$ cat src/hdu_pkg.sv
// Shared constants, types and lookup tables for the haversine distance unit.
package hdu_pkg;

	// Field widths
	localparam int LAT_W  = 24;
	localparam int LON_W  = 25;
	localparam int DIST_W = 18;
	localparam int ANG_W  = 27;   // signed degree value, holds any coordinate difference
	localparam int MAG_W  = 26;   // magnitude of a degree value

	// Datapath settings
	localparam int CORDIC_STAGES   = 24;
	localparam int ANGLE_FRAC_BITS = 16;
	localparam int SQRT_STAGES     = 31;
	localparam int DW              = 34;
	localparam int ROOT_W          = 31;
	localparam int RAD_W           = 62;

	// Degree to binary angle: 2^32 / (360 * 2^F) = 2^(32-F-3) / 45
	localparam int DEG_DIV     = 45;
	localparam int SHIFT_FULL  = 32 - ANGLE_FRAC_BITS - 3;
	localparam int SHIFT_HALF  = SHIFT_FULL - 1;
	localparam int RND_DIV     = DEG_DIV / 2;
	localparam int RECIP_SHIFT = 31;
	localparam logic [MAG_W-1:0] RECIP_DIV = MAG_W'((64'd1 << RECIP_SHIFT) / DEG_DIV);
	localparam int QUOT_W      = 21;
	localparam int REM_W       = 6;

	// Fixed-point constants
	localparam logic signed [DW-1:0] CORDIC_KINV = DW'(652032874);
	localparam logic [ROOT_W-1:0] Q30_ONE = ROOT_W'(1) << 30;
	localparam logic [31:0] MILES16_PER_TURN = 32'd1630116033;
	localparam int DIST_RND_SHIFT = 43;
	localparam logic [DIST_W-1:0] DIST_MAX = DIST_W'(199216);

	typedef logic [31:0] bam_t;
	typedef logic signed [DW-1:0] cval_t;
	typedef logic [31:0] frac_tab_t [DEG_DIV];

	// Arctangent of 2^-i in binary-angle units
	localparam logic [31:0] ATAN_TAB [32] = '{
		32'd536870912, 32'd316933406, 32'd167458907, 32'd85004756, 32'd42667331,
		32'd21354465, 32'd10679838, 32'd5340245, 32'd2670163, 32'd1335087,
		32'd667544, 32'd333772, 32'd166886, 32'd83443, 32'd41722, 32'd20861,
		32'd10430, 32'd5215, 32'd2608, 32'd1304, 32'd652, 32'd326, 32'd163,
		32'd81, 32'd41, 32'd20, 32'd10, 32'd5, 32'd3, 32'd1, 32'd1, 32'd0
	};

	function automatic cval_t atan_step(input int i);
		return (i < 32) ? cval_t'(DW'(ATAN_TAB[i % 32])) : '0;
	endfunction

	// Rounded fraction of a turn for each remainder of the division by 45
	function automatic frac_tab_t make_frac_tab(input int sh);
		frac_tab_t t;
		for (int b = 0; b < DEG_DIV; b++) begin
			t[b] = 32'(((longint'(b) << sh) + RND_DIV) / DEG_DIV);
		end
		return t;
	endfunction

	localparam frac_tab_t TAB_FULL = make_frac_tab(SHIFT_FULL);
	localparam frac_tab_t TAB_HALF = make_frac_tab(SHIFT_HALF);

endpackage

$ cat src/hdu_bam.sv
// Two-stage conversion of a degree value to a binary angle.
module hdu_bam import hdu_pkg::*; (
	input  logic                    clk,
	input  logic                    arst_n,
	input  logic                    in_valid,
	input  logic                    half,
	input  logic signed [ANG_W-1:0] angle,
	output logic                    out_valid,
	output bam_t                    bam
);

	logic [MAG_W-1:0]          mag;
	logic [2*MAG_W-1:0]        recip_prod;
	logic                      v_s1, neg_s1, half_s1;
	logic [MAG_W-1:0]          mag_s1;
	logic [QUOT_W-1:0]         quot_s1;
	logic [MAG_W-1:0]          rem_raw;
	logic                      fix;
	logic [QUOT_W-1:0]         quot;
	logic [REM_W-1:0]          rem;
	bam_t                      mag_bam;
	logic                      v_s2;
	bam_t                      bam_s2;

	// Estimate the quotient by 45 with a reciprocal
	assign mag        = angle[ANG_W-1] ? MAG_W'(-angle) : MAG_W'(angle);
	assign recip_prod = mag * RECIP_DIV;

	always_ff @(posedge clk or negedge arst_n) begin
		if (!arst_n) begin
			v_s1 <= 1'b0;
		end else begin
			v_s1 <= in_valid;
		end
	end

	always_ff @(posedge clk) begin
		neg_s1  <= angle[ANG_W-1];
		half_s1 <= half;
		mag_s1  <= mag;
		quot_s1 <= QUOT_W'(recip_prod >> RECIP_SHIFT);
	end

	// Correct the estimate by one, then add the rounded fraction from the table
	assign rem_raw = mag_s1 - MAG_W'(quot_s1 * DEG_DIV);
	assign fix     = rem_raw >= MAG_W'(DEG_DIV);
	assign quot    = quot_s1 + QUOT_W'(fix);
	assign rem     = fix ? REM_W'(rem_raw - MAG_W'(DEG_DIV)) : REM_W'(rem_raw);
	assign mag_bam = half_s1 ? (32'(quot) << SHIFT_HALF) + TAB_HALF[rem]
	                         : (32'(quot) << SHIFT_FULL) + TAB_FULL[rem];

	always_ff @(posedge clk or negedge arst_n) begin
		if (!arst_n) begin
			v_s2 <= 1'b0;
		end else begin
			v_s2 <= v_s1;
		end
	end

	always_ff @(posedge clk) begin
		bam_s2 <= neg_s1 ? -mag_bam : mag_bam;
	end

	assign out_valid = v_s2;
	assign bam       = bam_s2;

endmodule

$ cat config.mk
export PLATFORM = sky130hd
export DESIGN_NAME = hdu_bam
export DESIGN_NICKNAME = d
export VERILOG_FILES = /design/src/hdu_pkg.sv /design/src/hdu_bam.sv
export SDC_FILE = /design/constraint.sdc
export NUM_CORES = 1
export LEC_CHECK = 0
export ABC_AREA = 1
export BUFFER_PORTS_ARGS = -buffer_cell sky130_fd_sc_hd__buf_2
export CORE_MARGIN = 3
export CORE_UTILIZATION = 50
export DETAILED_ROUTE_END_ITERATION = 10
export PLACE_DENSITY = 0.66
export SYNTH_ARGS = -nofsm -noshare
export SYNTH_HDL_FRONTEND = slang
export SYNTH_SLANG_ARGS = --single-unit
$ cat constraint.sdc
create_clock -name clk -period 7.25 [get_ports clk]
set_input_delay 1.0875 -clock clk [delete_from_list [all_inputs] [get_ports clk]]
set_output_delay 1.0875 -clock clk [all_outputs]
set_load 0.02 [all_outputs]
==> impl_metrics.ini <==
[worst_setup_path]
r2r_cells = 43
path_common_cell = fa_1
worstReg2RegStart = quot_s1[3]
critPathMaxStageDelay_ps = 530
start_kind = primary input
slowest_stage = fa_1
crit_start = angle[0]
critical_path_class = in -> reg
worstSetupEndpointType = flip-flop
r2r_slack_ps = 440
cp.arrival_ps = 8130
worstReg2RegEnd = bam[14]
crit_fanout = 3
required_ps = 7530

[sta]
period_minus_slack_ps = 7850
finalSetupViolations = 21
maxSlewViolCount = 0
skew_ps = 18.8
post-route-period-util_pct = 108
rsz0062_at_grt = true
setup_ws_ps = -598
tightestPinTransition_ps = 863
max_freq_ghz = 0.127
hold_viol = 0
slew_headroom_pct = 42.4

[placement]
place_hpwl_um = 52400
dpl_cell_area_um2 = 23200
place.port_buffers = 63
gp_congestion = 0.957

[logic_synthesis]
synthTopCellsByArea = fa_1 (26%), ha_1 (20%), inv_1 (12%), nand2_1 (11%), dfxtp_1 (8.6%)
synth.most_common_cell = inv_1
synthArstFlopShare_pct = 2.41
ys_seq_area_share_pct = 8.82
syn_inst = 2542
synth_commonest_cells = inv_1 (612), nand2_1 (535), ha_1 (300)
avgSynthCellArea_um2 = 7.46
synth.distinct_cells = 51
synth_top_area_share_pct = 25.8
syn_nets = 3117
ys.warnings.count = 0
synth_top_area_cell = fa_1
synth-edff-count = 0
synth_flop_cell = dfxtp_1
syn-cell-area_um2 = 19000
ys_seq_elements = 83

[run_status]
violations = setup timing
status = finished, violations left

[clock_tree]
root_buffer = clkbuf_16
worstSkewPairLatency_ps = 370
clk_pin_slew_worst_paths_ps = 60
cts_tree = built
cts_buffers = 9
htreeDepth = 3
cts.path.max_buffers = 2
cts_hold_buf = 0
cts.sinks = 83

[die]
die_area_um2 = 40300
core-area_um2 = 37000
die_h_um = 201
die_w_um = 201
rows = 70
start_util_pct = 51.3
io_pins = 64

[finish]
area_delta_synth_final_pct = 30.5
fin_nets = 3596
drive_gt1_share_pct = 25.5
finalInstanceArea_um2 = 24700
fillCellCount = 3246
multi_input_area_um2 = 16100
seq_area_um2 = 1680

[global_routing]
antenna_found_initial = 6
first_global_vias = 18900
track_usage_pct = 30.2
grt_start_max_net_pins = 40
grt_pass1_wl_um = 97100
grt_overflow = 0

[detailed_routing]
drtIter0Drc = 793
wire_per_inst_um = 17.2
drc = 0
final_antenna_net_count = 0
wl_um = 60600
vias = 17900
drtPass1Iterations = 6
via_per_inst = 5.08

[flow_run]
drv_cap = 0

[worst_hold_path]
hp-class = reg -> reg
hold_depth = 0
hp-start = v_s1
hold_path_end = out_valid
state kept, by name, indices dropped and copies added (netlist names):
register / count
out_valid: 1
v_s1: 1
quot_s1: 21
half_s1: 1
bam: 32
neg_s1: 1
mag_s1: 26
metrics by stage:
stage	setup slack (ps)	TNS (ps)	hold slack, ps	cells	utilization (%)
5_1_grt	-908	-13350	376	3531	66.9
6_report	-598	-7650	355	3531	66.9
3_5_place_dp	-1220	-20230	346	3479	62.9
2_1_floorplan	-595	-2430	331	2542	-
3_3_place_gp	-1080	-17410	337	3479	62.9
4_1_cts	-528	-5440	361	3518	65.3
metal layers:
layer	wire, um	global-route usage (%)	up-vias
met5	75	0	-
met4	3190	13.5	10
met3	2170	3.34	146
met2	30000	54.1	406
met1	25200	36.7	8616
li1	-	-	8770
cells in the final DEF, fill, tap and decap left out, types with 9 or more instances in the layout:
cell type	count
o21ai_0	49
o21ai_1	11
a21oi_2	20
nand3b_1	12
buf_4	411
xnor2_1	10
nand4_1	30
fa_1	242
a21oi_1	74
nor2_2	19
xnor2_2	10
o211ai_1	9
inv_1	592
inv_2	23
buf_6	14
xor2_2	12
nand3_2	12
nor2_1	156
nand2_2	27
ha_4	41
or2_2	9
nand3_1	118
xor2_1	54
o21bai_1	9
clkbuf_16	9
nor3_1	21
dfxtp_2	9
ha_1	251
nor2_4	12
buf_2	60
dfxtp_1	72
nand2_1	518
cells by family (layout without fill, tap and decap cells):
group	count (synthesis)	in the layout	synth area share, %
AND/OR/NAND/NOR	972	972	22.4
buffers and inverters	645	1129	12.9
adder cells (fa/ha/maj)	544	544	45.6
AO/OA/AOI/OAI	209	209	6.21
XOR/XNOR	89	89	4.11
flip-flops	83	83	8.82
other	0	1	0
how the worst max path moves through the flow:
stage / endpoint
floorplan: quot_s1[20]
global placement: quot_s1[20]
detailed placement: quot_s1[20]
CTS: quot_s1[16]
global route: quot_s1[20]
finish: quot_s1[20]
area by class of cell:
class | count | share of cell area [%]
Antenna cell | 1 | 0.0101
Clock buffer | 10 | 0.926
Clock inverter | 6 | 0.197
Inverter | 623 | 9.57
Multi-Input combinational cell | 1814 | 65.2
Sequential cell | 83 | 6.80
Tap cell | 504 | 2.55
Timing Repair Buffer | 490 | 14.7
what timing repair did:
item	CTS	global route
endpoints found under the hold margin	0	0
cloned	0	0
setup buffers	28	14
gates resized for setup	81	108
endpoints found under the setup margin	26	49
pin swaps	55	67
worst max-delay path, delay by kind of cell:
kind                       cells  cell delay (ps)
adders and majority gates      8             3360
and+or+nand+nor               12             1660
AOI/OAI and AO/OA              8             1010
xor gates and xnor gates       2              380
buffers and inverters          9              610
Power is left out: the tool's default activity adds up to more than one toggle a clock period on the data nets, which glitch-free logic cannot reach.
